`config.mk`:
```
export PLATFORM = sky130hd
export DESIGN_NAME = region_map_first_fit_lookup_core
export DESIGN_NICKNAME = d
export VERILOG_FILES = /design/src/sv/rmff_pkg.sv /design/src/sv/region_map_first_fit_lookup_core.sv /design/src/sv/rmff_entry_ram.sv
export VERILOG_INCLUDE_DIRS = /design/src /design/src/sv
export SDC_FILE = /design/constraint.sdc
export NUM_CORES = 2
export LEC_CHECK = 0
export ABC_AREA = 0
export BUFFER_PORTS_ARGS = -buffer_cell sky130_fd_sc_hd__clkbuf_2
export CORE_MARGIN = 3
export CORE_UTILIZATION = 50
export CTS_CLUSTER_DIAMETER = 120
export DETAILED_ROUTE_END_ITERATION = 10
export PLACE_DENSITY = 0.69
export SLEW_MARGIN = 20
export SYNTH_ARGS = -nofsm -noshare
export SYNTH_HDL_FRONTEND = slang
export SYNTH_SLANG_ARGS = --single-unit
```
`constraint.sdc`:
```
create_clock -name i_clk -period 12.7 [get_ports i_clk]
set_input_delay 1.27 -clock i_clk [delete_from_list [all_inputs] [get_ports i_clk]]
set_output_delay 1.27 -clock i_clk [all_outputs]
set_load 0.05 [all_outputs]
```
`src/sv/assert_macros.svh`:
```
// ----------------------------------------------------------------------------
// assert_macros
// shared assertion macros for the region map rtl
// ----------------------------------------------------------------------------
`ifndef ASSERT_MACROS_SVH
`define ASSERT_MACROS_SVH

// clocked property, checked outside reset
`define RMFF_ASSERT(label, prop, msg) \
    label: assert property (@(posedge i_clk) disable iff (!i_rst_n) prop) \
        else $error(msg);

// condition that must never be seen
`define RMFF_NEVER(label, expr, msg) \
    `RMFF_ASSERT(label, !(expr), msg)

`endif

```
`src/sv/rmff_pkg.sv`:
```
// ----------------------------------------------------------------------------
// rmff_pkg
// shared types and codes of the first-fit region map: command and result
// transaction layouts, opcodes, status codes and controller states
// ----------------------------------------------------------------------------
package rmff_pkg;

    localparam logic       OP_INSERT   = 1'b0;
    localparam logic       OP_LOOKUP   = 1'b1;

    localparam logic [1:0] STAT_OK     = 2'd0;
    localparam logic [1:0] STAT_NOFIT  = 2'd1;
    localparam logic [1:0] STAT_FULL   = 2'd2;

    localparam logic [1:0] KIND_UNDEF  = 2'd0;

    typedef struct packed {
        logic        opcode;
        logic [31:0] region_size;
        logic [1:0]  region_kind;
        logic [15:0] region_handle;
        logic [31:0] fault_address;
        logic [31:0] fault_length;
        logic [31:0] fault_base;
    } t_cmd;

    typedef struct packed {
        logic [1:0]  status;
        logic [31:0] placed_offset;
        logic [15:0] found_handle;
        logic [1:0]  found_kind;
        logic [31:0] adjusted_address;
        logic [31:0] adjusted_length;
        logic [31:0] adjusted_base;
    } t_result;

    typedef enum logic [2:0] {
        ST_IDLE,
        ST_SCAN,
        ST_SHIFT,
        ST_TAIL,
        ST_PLACE,
        ST_ADJ
    } t_state;

endpackage

```
`src/sv/region_map_first_fit_lookup_core.sv`:
```
// ----------------------------------------------------------------------------
// region_map_first_fit_lookup_core
// first-fit address range map: keeps mapped regions sorted by offset, places
// new regions in the first gap that fits and resolves fault addresses
// ----------------------------------------------------------------------------
// A command transaction is taken when start is high and busy is low; its one
// result shows on o_result for a single cycle with o_done high and cannot be
// held off, so capture it when o_done is seen. Entries live in one memory
// read one entry per cycle: an insert into a full table answers in the cycle
// after it is taken, an insert that finds room scans up to the gap, shifts
// the entries above it up one place and writes the new one, an insert with
// no room scans all entries and then checks the tail, and a lookup scans
// until it finds the entry, passes the fault address or runs out of entries.
// busy stays high until the result cycle, in which the next command may
// already be taken. space_size is written through the cfg channel, which is
// ready whenever busy is low. No clearing pass is needed after reset: only
// entries below the count are read.
`include "assert_macros.svh"

module region_map_first_fit_lookup_core #(
    parameter int MAX_REGIONS = 16,
    parameter int ADDR_WIDTH  = 32
) (
    input  logic             i_clk,
    input  logic             i_rst_n,
    // command channel
    input  logic             start,
    output logic             busy,
    input  rmff_pkg::t_cmd    i_cmd,
    // result strobe
    output logic             o_done,
    output rmff_pkg::t_result o_result,
    // space_size register write
    input  logic             i_cfg_valid,
    output logic             o_cfg_ready,
    input  logic [31:0]      i_cfg_data
);

    import rmff_pkg::*;

    localparam int AW    = ADDR_WIDTH;
    localparam int IW    = (MAX_REGIONS > 1) ? $clog2(MAX_REGIONS) : 1;
    localparam int CW    = $clog2(MAX_REGIONS + 1);
    localparam int EW    = 2 * AW + 18;

    // one stored region
    typedef struct packed {
        logic [AW-1:0] offset;
        logic [AW-1:0] size;
        logic [1:0]    kind;
        logic [15:0]   handle;
    } t_entry;

    // control and payload registers
    t_state        r_state,   n_state;
    logic [CW-1:0] r_cnt,     n_cnt;
    logic [CW-1:0] r_pos,     n_pos;     // entry under test, later the gap
    logic [CW-1:0] r_src,     n_src;     // entry being moved up
    logic [AW-1:0] r_begin,   n_begin;   // candidate offset
    logic          r_bover,   n_bover;   // candidate ran past the address space
    logic [AW-1:0] r_space,   n_space;
    t_cmd          r_item,    n_item;
    logic          r_done,    n_done;
    t_result       r_res,     n_res;

    // entry memory ports
    logic          rd_en;
    logic [IW-1:0] rd_addr;
    t_entry        rd_ent;
    logic          wr_en;
    logic [IW-1:0] wr_addr;
    t_entry        wr_data;

    // datapath
    logic [AW-1:0] w_size;
    logic [AW-1:0] w_ptr;
    logic [AW-1:0] w_len;
    logic [AW-1:0] w_base;
    logic [AW:0]   w_ent_end;   // offset + size of the entry read, no wrap
    logic [AW:0]   w_need_end;  // candidate + new size, no wrap
    logic          w_skip;      // new region would overlap the entry read
    logic          w_fits;      // new region ends within the space
    logic          w_last;      // entry under test is the last stored one
    logic [AW-1:0] w_alen;
    logic [AW-1:0] w_alen_cl;
    logic [CW-1:0] pos_p1;
    logic [CW-1:0] cnt_m1;
    logic [CW-1:0] src_p1;
    logic [CW-1:0] src_m1;

    rmff_entry_ram #(
        .WIDTH (EW),
        .DEPTH (MAX_REGIONS),
        .IDX_W (IW)
    ) u_ram (
        .i_clk     (i_clk),
        .i_wr_en   (wr_en),
        .i_wr_addr (wr_addr),
        .i_wr_data (wr_data),
        .i_rd_en   (rd_en),
        .i_rd_addr (rd_addr),
        .o_rd_data (rd_ent)
    );

    // inputs narrowed or widened to the address width
    assign w_size = AW'(r_item.region_size);
    assign w_ptr  = AW'(r_item.fault_address);
    assign w_len  = AW'(r_item.fault_length);
    assign w_base = AW'(r_item.fault_base);

    // full precision sums for the fit and containment checks
    assign w_ent_end  = {1'b0, rd_ent.offset} + {1'b0, rd_ent.size};
    assign w_need_end = {1'b0, r_begin} + {1'b0, w_size};
    assign w_skip     = r_bover || (w_need_end > {1'b0, rd_ent.offset});
    assign w_fits     = !r_bover && !(w_need_end > {1'b0, r_space});

    assign pos_p1 = r_pos + CW'(1);
    assign cnt_m1 = r_cnt - CW'(1);
    assign src_p1 = r_src + CW'(1);
    assign src_m1 = r_src - CW'(1);
    assign w_last = (pos_p1 == r_cnt);

    // lookup adjustment, length clamped to the region size
    assign w_alen    = w_len - rd_ent.offset;
    assign w_alen_cl = (w_alen > rd_ent.size) ? rd_ent.size : w_alen;

    always_ff @(posedge i_clk) begin
        if (!i_rst_n) begin
            r_state <= ST_IDLE;
            r_cnt   <= '0;
            r_space <= '0;
            r_done  <= 1'b0;
        end else begin
            r_state <= n_state;
            r_cnt   <= n_cnt;
            r_space <= n_space;
            r_done  <= n_done;
        end
    end

    always_ff @(posedge i_clk) begin
        r_pos   <= n_pos;
        r_src   <= n_src;
        r_begin <= n_begin;
        r_bover <= n_bover;
        r_item  <= n_item;
        r_res   <= n_res;
    end

    always_comb begin
        n_state = r_state;
        n_cnt   = r_cnt;
        n_pos   = r_pos;
        n_src   = r_src;
        n_begin = r_begin;
        n_bover = r_bover;
        n_space = r_space;
        n_item  = r_item;
        n_done  = 1'b0;
        n_res   = r_res;
        rd_en   = 1'b0;
        rd_addr = '0;
        wr_en   = 1'b0;
        wr_addr = '0;
        wr_data = '0;

        // register write, only taken while idle
        if (i_cfg_valid && o_cfg_ready) begin
            n_space = AW'(i_cfg_data);
        end

        unique case (r_state)
            ST_IDLE: begin
                if (start) begin
                    n_item  = i_cmd;
                    n_pos   = '0;
                    n_begin = '0;
                    n_bover = 1'b0;
                    if (i_cmd.opcode == OP_INSERT && r_cnt == CW'(MAX_REGIONS)) begin
                        // full table wins over the fit test
                        n_res        = '0;
                        n_res.status = STAT_FULL;
                        n_done       = 1'b1;
                    end else if (r_cnt == '0) begin
                        if (i_cmd.opcode == OP_INSERT) begin
                            n_state = ST_TAIL;
                        end else begin
                            n_res        = '0;
                            n_res.status = STAT_NOFIT;
                            n_done       = 1'b1;
                        end
                    end else begin
                        rd_en   = 1'b1;
                        rd_addr = '0;
                        n_state = ST_SCAN;
                    end
                end
            end

            ST_SCAN: begin
                if (r_item.opcode == OP_INSERT) begin
                    if (w_skip) begin
                        // move the candidate past this entry
                        n_begin = w_ent_end[AW-1:0];
                        n_bover = w_ent_end[AW];
                        if (w_last) begin
                            n_state = ST_TAIL;
                        end else begin
                            rd_en   = 1'b1;
                            rd_addr = pos_p1[IW-1:0];
                            n_pos   = pos_p1;
                        end
                    end else begin
                        // gap found before this entry, open it from the top
                        rd_en   = 1'b1;
                        rd_addr = cnt_m1[IW-1:0];
                        n_src   = cnt_m1;
                        n_state = ST_SHIFT;
                    end
                end else begin
                    if (w_ptr < rd_ent.offset) begin
                        n_res        = '0;
                        n_res.status = STAT_NOFIT;
                        n_done       = 1'b1;
                        n_state      = ST_IDLE;
                    end else if (w_ent_end > {1'b0, w_ptr}) begin
                        // hit, read data holds the entry for the adjust step
                        n_state = ST_ADJ;
                    end else if (w_last) begin
                        n_res        = '0;
                        n_res.status = STAT_NOFIT;
                        n_done       = 1'b1;
                        n_state      = ST_IDLE;
                    end else begin
                        rd_en   = 1'b1;
                        rd_addr = pos_p1[IW-1:0];
                        n_pos   = pos_p1;
                    end
                end
            end

            ST_SHIFT: begin
                // write lags the read by one entry, addresses never meet
                wr_en   = 1'b1;
                wr_addr = src_p1[IW-1:0];
                wr_data = rd_ent;
                if (r_src == r_pos) begin
                    n_state = ST_PLACE;
                end else begin
                    rd_en   = 1'b1;
                    rd_addr = src_m1[IW-1:0];
                    n_src   = src_m1;
                end
            end

            ST_TAIL: begin
                // past the last entry the region must end inside the space
                if (w_fits) begin
                    n_pos   = r_cnt;
                    n_state = ST_PLACE;
                end else begin
                    n_res        = '0;
                    n_res.status = STAT_NOFIT;
                    n_done       = 1'b1;
                    n_state      = ST_IDLE;
                end
            end

            ST_PLACE: begin
                wr_en          = 1'b1;
                wr_addr        = r_pos[IW-1:0];
                wr_data.offset = r_begin;
                wr_data.size   = w_size;
                wr_data.kind   = r_item.region_kind;
                wr_data.handle = r_item.region_handle;
                n_cnt          = r_cnt + CW'(1);
                n_res               = '0;
                n_res.status        = STAT_OK;
                n_res.placed_offset = 32'(r_begin);
                n_done              = 1'b1;
                n_state             = ST_IDLE;
            end

            ST_ADJ: begin
                n_res = '0;
                if (rd_ent.kind == KIND_UNDEF) begin
                    n_res.status = STAT_NOFIT;
                end else begin
                    n_res.status           = STAT_OK;
                    n_res.found_handle     = rd_ent.handle;
                    n_res.found_kind       = rd_ent.kind;
                    n_res.adjusted_address = 32'(w_ptr - rd_ent.offset);
                    n_res.adjusted_length  = 32'(w_alen_cl);
                    n_res.adjusted_base    = 32'(w_base + rd_ent.offset);
                end
                n_done  = 1'b1;
                n_state = ST_IDLE;
            end

            default: begin
                n_state = ST_IDLE;
            end
        endcase
    end

    assign busy        = (r_state != ST_IDLE);
    assign o_cfg_ready = (r_state == ST_IDLE);
    assign o_done      = r_done;
    assign o_result    = r_res;

    // ------------------------------------------------------------------------
    // checks
    // ------------------------------------------------------------------------

    // the table never holds more than its depth
    `RMFF_NEVER(a_cnt_bound, r_cnt > CW'(MAX_REGIONS),
                "entry count past table depth")

    // a successful insert adds exactly one entry
    `RMFF_ASSERT(a_ins_count,
                 o_done && r_item.opcode == OP_INSERT && o_result.status == STAT_OK
                 |-> r_cnt == $past(r_cnt) + CW'(1),
                 "insert did not add one entry")

    // memory writes stay at or below the current count
    `RMFF_NEVER(a_wr_range, wr_en && (CW'(wr_addr) > r_cnt),
                "entry write beyond the table")

    // no result while the table is still being scanned or shifted
    `RMFF_ASSERT(a_no_early, (r_state == ST_SCAN || r_state == ST_SHIFT) |-> !o_done,
                 "result during scan or shift")

endmodule

```
`src/sv/rmff_entry_ram.sv`:
```
// ----------------------------------------------------------------------------
// rmff_entry_ram
// region entry store: one write port, one read port, registered read data
// ----------------------------------------------------------------------------
module rmff_entry_ram #(
    parameter int WIDTH = 82,
    parameter int DEPTH = 16,
    parameter int IDX_W = 4
) (
    input  logic             i_clk,
    input  logic             i_wr_en,
    input  logic [IDX_W-1:0] i_wr_addr,
    input  logic [WIDTH-1:0] i_wr_data,
    input  logic             i_rd_en,
    input  logic [IDX_W-1:0] i_rd_addr,
    output logic [WIDTH-1:0] o_rd_data
);

    logic [WIDTH-1:0] r_mem [DEPTH];
    logic [WIDTH-1:0] r_rd_data;

    always_ff @(posedge i_clk) begin
        if (i_wr_en) begin
            r_mem[i_wr_addr] <= i_wr_data;
        end
    end

    always_ff @(posedge i_clk) begin
        if (i_rd_en) begin
            r_rd_data <= r_mem[i_rd_addr];
        end
    end

    assign o_rd_data = r_rd_data;

endmodule
```
---- After elaboration in Yosys (flattened, before gate mapping) ----
Memory sizes are Yosys's and may differ from the RTL's. A register that Yosys moved wholly into a read port is not among the register bits.
Cells that the tools add are included.
word-level totals
  bits in writable memories ............... 1312
  memories ................................ 1
  register bits after elaboration ......... 379
  input bits .............................. 183
  logic and storage cells ................. 167
memories
  name         depth  width  read ports  clocked after Yosys merged registers in  wr ports  line                  text
  u_ram.r_mem  16     82     1           1                                        1         rmff_entry_ram.sv:19  logic [WIDTH-1:0] r_mem [DEPTH];
operators by class
  muxes and demuxes ....................... 78
  order comparisons ....................... 5
  reductions and logical operators ........ 22
  equality and inequality tests ........... 28
  add/subtract/negate cells ............... 10
  bitwise gates (word level) .............. 1
operators by type and width
  kind                 count
  $mux 148             9
  $pmux 148 s5         1
  $pmux 82 s2          1
  $mux 32              4
  $mux 114             1
  $gt 33x32->1         3
  $add 32x32->33       2
  $pmux 32 s2          1
  $sub 32x32->32       2
  $mux 5               10
  $mux 3               12
  $add 32x32->32       1
  $gt 32x32->1         1
  $lt 32x32->1         1
  $mux 1               25
  $mux 4               6
  $ne 2x2->1 const B   10
  $ne 3x3->1 const B   6
  $pmux 4 s2           2
  $pmux 5 s3           1
  $pmux 3 s4           1
  $reduce_and 6->1     2
  $add 5x1->5 const B  2
  $eq 5x5->1           2
  28 further kinds     38

---- Depth between registers and ports, before layout ----
  depth after elaboration ................. 7
  depth in mapped cells ................... 31
  gate-level depth less buffers ........... 29

---- By module ----
A second synthesis with hierarchy kept.
second synthesis, totals
  cells, all modules ...................... 4601
  area total of the unflattened synthesis .. 76782.4 sq um
by module, submodules not included
  module                            sequential area each (sq um)  cells each  area each (sq um)  times used
  rmff_entry_ram                    41860.1                       2103        51504.4            1
  region_map_first_fit_lookup_core  10970.5                       2498        25278.0            1

---- Least setup slack after synthesis ----
Ideal clock, no wire load.
  path kind ............................... register -> register
  start point ............................. register u_ram.r_rd_data[64] (netlist: u_ram.o_rd_data[64]), read port of u_ram.r_mem
  end point ............................... register r_done (netlist: o_done)
  clock period less this slack ............ 12860 ps
  data required time ...................... 12597 ps
  slack ................................... -160 ps
  data arrival time ....................... 12757 ps
  buffers on the path ..................... 0
  cell stages (with the launch flop) ...... 25
  setup time .............................. 103 ps
  cell sequence ........................... edfxtp_1 ha_1 a21oi_1 nand2_1 or4_1 o22ai_1 o211ai_1 a41o_1 or2_2 a21oi_1 o21bai_1 a21oi_1 xnor2_1 ha_1 nand4_1 nor4_1 nand4_1 mux2_2 o21ai_0 nand2_1 o21ai_2 a21oi_1 o32a_1 o22ai_1 and3_1
between the ends
  cells in the longest elaborated chain, start to end .. 6
  elaborated cells between the ends (all ways) .. 7
  those cells by class .................... 1 x add/sub; 2 x order compare; 4 x mux
RTL lines
  what                  line                                     text
  from (decl)           rmff_entry_ram.sv:20                     logic [WIDTH-1:0] r_rd_data;
  $add 32x32->33        region_map_first_fit_lookup_core.sv:112  assign w_ent_end = {1'b0, rd_ent.offset} + {1'b0, rd_ent.size};
  net w_ent_end[30]     region_map_first_fit_lookup_core.sv:79   logic [AW:0] w_ent_end;
  $gt 33x32->1          region_map_first_fit_lookup_core.sv:226  end else if (w_ent_end > {1'b0, w_ptr}) begin
  $mux 1                region_map_first_fit_lookup_core.sv:226
  $mux 1                region_map_first_fit_lookup_core.sv:221  if (w_ptr < rd_ent.offset) begin
  $mux 1                region_map_first_fit_lookup_core.sv:201  if (r_item.opcode == OP_INSERT) begin
  $pmux 1 s4            region_map_first_fit_lookup_core.sv:172  unique case (r_state)
  to (signal assigned)  region_map_first_fit_lookup_core.sv:137  r_done <= n_done;
  to (decl)             region_map_first_fit_lookup_core.sv:63   logic r_done, n_done;
The timed path passes the listed nets, and every way through them passes these cells.
A chain may end at the register's enable or synchronous reset.

---- Final worst setup path ----
  start point ............................. register r_item (netlist bit w_size[1])
  end point ............................... register u_ram.r_rd_data[68] (netlist: u_ram.o_rd_data[68]), read port of u_ram.r_mem (data pin)
between the ends
  cells in the longest elaborated chain, start to end .. 6
  elaborated cells between the ends (all ways) .. 9
  those cells by class .................... 1 x add/sub; 1 x order compare; 6 x mux; 1 x reduce/logical
RTL lines
  what                                      line                                     text
  from (decl)                               region_map_first_fit_lookup_core.sv:62   t_cmd r_item, n_item;
  from (signal assigned)                    region_map_first_fit_lookup_core.sv:146  r_item <= n_item;
  $add 32x32->33 *                          region_map_first_fit_lookup_core.sv:113  assign w_need_end = {1'b0, r_begin} + {1'b0, w_size};
  $gt 33x32->1 *                            region_map_first_fit_lookup_core.sv:114  assign w_skip = r_bover || (w_need_end > {1'b0, rd_ent.offset});
  $logic_or 1x1->1 *                        region_map_first_fit_lookup_core.sv:114
  $mux 1 or $mux 4 (tied branches)          region_map_first_fit_lookup_core.sv:202  if (w_skip) begin
  $mux 1 or $mux 4 (tied branches)          region_map_first_fit_lookup_core.sv:201
  $pmux 1 s3 or $pmux 4 s2 (tied branches)  region_map_first_fit_lookup_core.sv:172
Mark *: on every way between the ends. The rest lies on a longest branch, timed or not.

==> summary.md <==
Port buffering added 333 buffers. After clock tree synthesis, the flow added hold-fix buffers numbering 0. The total die area is 158,000 um2, and the TritonCTS buffer count is 180.

For this run, design rule violations remaining after detail routing come to 0. The tools report the signal arrival time at the worst endpoint as 9.64 ns. For the worst setup path, the data required time is 13.25 ns.

The tools report the area of the core region as 151,000 um2. TritonCTS built the clock tree. Gates resized during post-CTS repair numbered 0. The root buffer selected by CTS was sky130_fd_sc_hd__clkbuf_16. The logs give 0.944 for the final estimated routing congestion in global placement and 3.61 ns for the setup slack after layout.

The most common cell after layout, fill and taps aside is sky130_fd_sc_hd__edfxtp_1. In this run the worst setup path begins at w_size[1]. The proportion of layout cells with a drive suffix above 1 was 21.5%. Wires add up to 223,000 um.

For this design the ratio of total power to cell area is 292 nW/um2. The final cycle utilization of the critical path works out to 71.6%. The hold violation total from the final report was 0; the placed standard-cell area was 80,800 um2.

The nature of the critical path startpoint is a register. The share of synthesized registers carrying an async set or reset is 0%, and the total number of clock tree sinks is 1,773. Along the worst path, the maximum fanout reaches 38. For this run, the number of Yosys warnings is 0. The count of final setup violators came out at 0.

In the synthesized netlist, the number of instances is 4,538. Prior to clock tree synthesis, the placed netlist has a worst setup slack of 3.74 ns. Counting I/O delays and the setup requirement, the final critical path takes 9.09 ns. The number of nets in the synthesized netlist is 5,017. For this design, the slowest cell found on the critical path is sky130_fd_sc_hd__buf_4. Post-CTS timing repair inserted 0 buffers for setup.

After filler insertion, the fill cell instance count of the layout stands at 11,300. Clock-pin slew was measured on the worst setup and hold paths at 0.06 ns. In this run the cell area of the synthesized design comes to 76,500 um2.

The remaining max-slew budget at the tightest pin is 20.0%, and the initial antenna violation count is 9. The tools report the maximum resistive drop on vdd as 0.288 mV. The dominant synthesized flop cell is sky130_fd_sc_hd__edfxtp_1. Setup repair after global routing left no endpoint under its margin.

The area share of the largest cell type after synthesis is 68.0%, and the clock latency at the later pin of the worst-skew pair is 0.84 ns. The global router's overall resource usage came out at 28.1%. The worst hold slack across all endpoints was 0.477 ns; the per-cell routed wire length was 31.1 um.

Net total in the final layout: 5,471. The worst hold-check path type is register to register. CTS built an H-tree with a depth of 4. The cell area after layout is 86,800 um2, and the mean area per synthesized cell is 16.8 um2. For this configuration, the core starts out at a cell density of 50.7%. Relative to the synthesized area, the layout overhead comes to 13.5%. The wire-length estimate of the detail-placed layout is 140,000 um. The count of standard-cell rows came out at 142. The number of enable-type register cells in the synthesized netlist came out at 1,732.

The worst hold path begins at r_space[18]. The register bit total from synthesis is 1,773. The cell repeated most along the worst path was sky130_fd_sc_hd__a21oi_1.

The element type at the critical path end was a register. The run finished with clean final reports. The tools report the wire length of the first global-routing pass as 315,000 um.

The buffer depth of the longest clock path is 3, and the number of maximum-capacitance violations is 0. The critical path is of the register to register type. Synthesis instantiated 80 different standard cells from the library.

In this run the critical register-to-register path is launched from w_size[1]. For the worst setup skew after layout, the log shows 0.0737 ns. The largest total area in the synthesized netlist belongs to sky130_fd_sc_hd__edfxtp_1.

The total negative setup slack was 0 ns; the fraction of the yosys area taken by sequential cells was 69.1%. The run gives 44,800 as the count of vias placed by the detailed router. The die outline height is 397 um, and the timing-limited maximum frequency is 0.110 GHz. Measured along the x axis, the die boundary spans 397 um.

The tools report the leakage power figure as 30.8 nW. Global routing finished with a remaining overflow of 0. For this block, the initial DRC count from the detailed router was 5,645. The maximum number of pins on one net before global-route repair is 183, and the number of pins with negative max-slew slack in the final report is 0.

The number of global-route vias before repair is 43,700, and the residual antenna-violating net count after detailed routing is 0. The number of vias per cell after detailed routing was 6.26; the overall power of the completed layout was 0.0254 W. In the layout the commonest cells are sky130_fd_sc_hd__edfxtp_1, sky130_fd_sc_hd__clkbuf_2, sky130_fd_sc_hd__mux4_2. By area the synthesized netlist is led by sky130_fd_sc_hd__edfxtp_1, sky130_fd_sc_hd__mux4_2, sky130_fd_sc_hd__ha_1. 334 I/O pins were placed. The detailed-routing iteration count for the pre-antenna-repair pass is 5, and the delay of the slowest cell on the worst path is 0.74 ns. At the pin with the least slew margin, the transition time is 1.20 ns.
cells by family (layout without fill, tap and decap cells):
group                      Yosys count  count (layout)  synth area share (%)
DFF                               1773            1773                  69.1
and+or+nand+nor                    813             813                  5.00
AOI/OAI and AO/OA                  781             781                  6.95
muxes                              361             361                  10.1
buffers and inverters              353             954                  2.11
adders and majority gates          296             296                  4.89
xor gates and xnor gates           161             161                  1.84
other                                0               5                     0
layer usage:
layer	global-route usage [%]	vias to the layer above	wire length [um]
li1	-	18900	-
met1	39.4	22900	87200
met2	43.9	2642	104000
met3	6.07	361	23500
met4	9.71	2	8410
met5	0	-	14
worst paths after layout:
| kind | slack [ns] | end | cells past startpoint |
|---|---|---|---|
| setup / recovery | 3.61 | u_ram.o_rd_data[68] | 30 |
| hold / removal | 0.48 | r_space[18] | 2 |
| setup reg to reg | 3.61 | u_ram.o_rd_data[68] | 30 |
| hold reg to reg | 0.48 | r_space[18] | 2 |
sequential cells by signal (all words and copies together) (netlist names):
signal and count:
u_ram.r_mem 1312, o_result 148, u_ram.o_rd_data 82, r_begin 32, r_space 32, w_base 32
w_len 32, w_ptr 32, w_size 32, r_item 19, r_cnt 5, r_pos 5
r_src 5, r_state 3, o_done 1, r_bover 1
worst max-delay path: cells and delay by family (launching register included):
kind	cells	cell delay, ns
AO/OA/AOI/OAI	19	4.76
buffers and inverters	2	1.41
AND/OR/NAND/NOR	5	0.82
multiplexers	1	0.60
adder cells (fa/ha/maj)	2	0.58
flip-flops	1	0.43
XOR/XNOR	1	0.17
synthesized netlist by cell type (12+ instances only):
cell,instances
sky130_fd_sc_hd__edfxtp_1,1732
sky130_fd_sc_hd__mux4_2,328
sky130_fd_sc_hd__ha_1,291
sky130_fd_sc_hd__nand2_1,264
sky130_fd_sc_hd__nor2_1,223
sky130_fd_sc_hd__inv_1,181
sky130_fd_sc_hd__a22oi_1,168
sky130_fd_sc_hd__a21oi_1,162
sky130_fd_sc_hd__o21ai_0,125
sky130_fd_sc_hd__a21o_1,118
sky130_fd_sc_hd__xnor2_1,103
sky130_fd_sc_hd__and3_1,76
sky130_fd_sc_hd__clkbuf_1,70
sky130_fd_sc_hd__buf_2,59
sky130_fd_sc_hd__xor2_1,58
sky130_fd_sc_hd__nor2b_1,53
sky130_fd_sc_hd__dfxtp_1,41
sky130_fd_sc_hd__a21boi_0,40
sky130_fd_sc_hd__nand2b_1,37
sky130_fd_sc_hd__nand4_1,37
sky130_fd_sc_hd__nor3_1,37
sky130_fd_sc_hd__mux2i_1,32
sky130_fd_sc_hd__nand3_1,32
sky130_fd_sc_hd__o21a_1,25
sky130_fd_sc_hd__a22o_1,22
sky130_fd_sc_hd__buf_6,21
sky130_fd_sc_hd__a211oi_1,17
sky130_fd_sc_hd__buf_4,16
sky130_fd_sc_hd__a31oi_1,15
sky130_fd_sc_hd__o21bai_1,13
sky130_fd_sc_hd__and2_1,12
report_power, final:
part	internal, W	total, W	switching, W
combinational	0.00422	0.0115	0.00726
sequential	0.00794	0.00861	0.000672
clock	0.00298	0.00526	0.00227
through the flow:
step | util (%) | cells
3_5_place_dp | 53.6 | 6823
4_1_cts | 57.5 | 7152
2_1_floorplan | - | 4538
6_report | 57.5 | 7160
3_3_place_gp | 53.6 | 6821
5_1_grt | 57.5 | 7155
area by class of cell:
class	instances	area [um2]	area share [%]
antenna	5	12.5	0.0144
clock buffer	216	4730	5.45
clock inverter	113	1140	1.31
inverter	181	687	0.791
multi-input combinational	2412	22300	25.6
sequential	1773	52800	60.9
tap	2016	2520	2.91
timing repair buffer	444	2630	3.03
No activity file was read; power rests on OpenSTA's default activity.
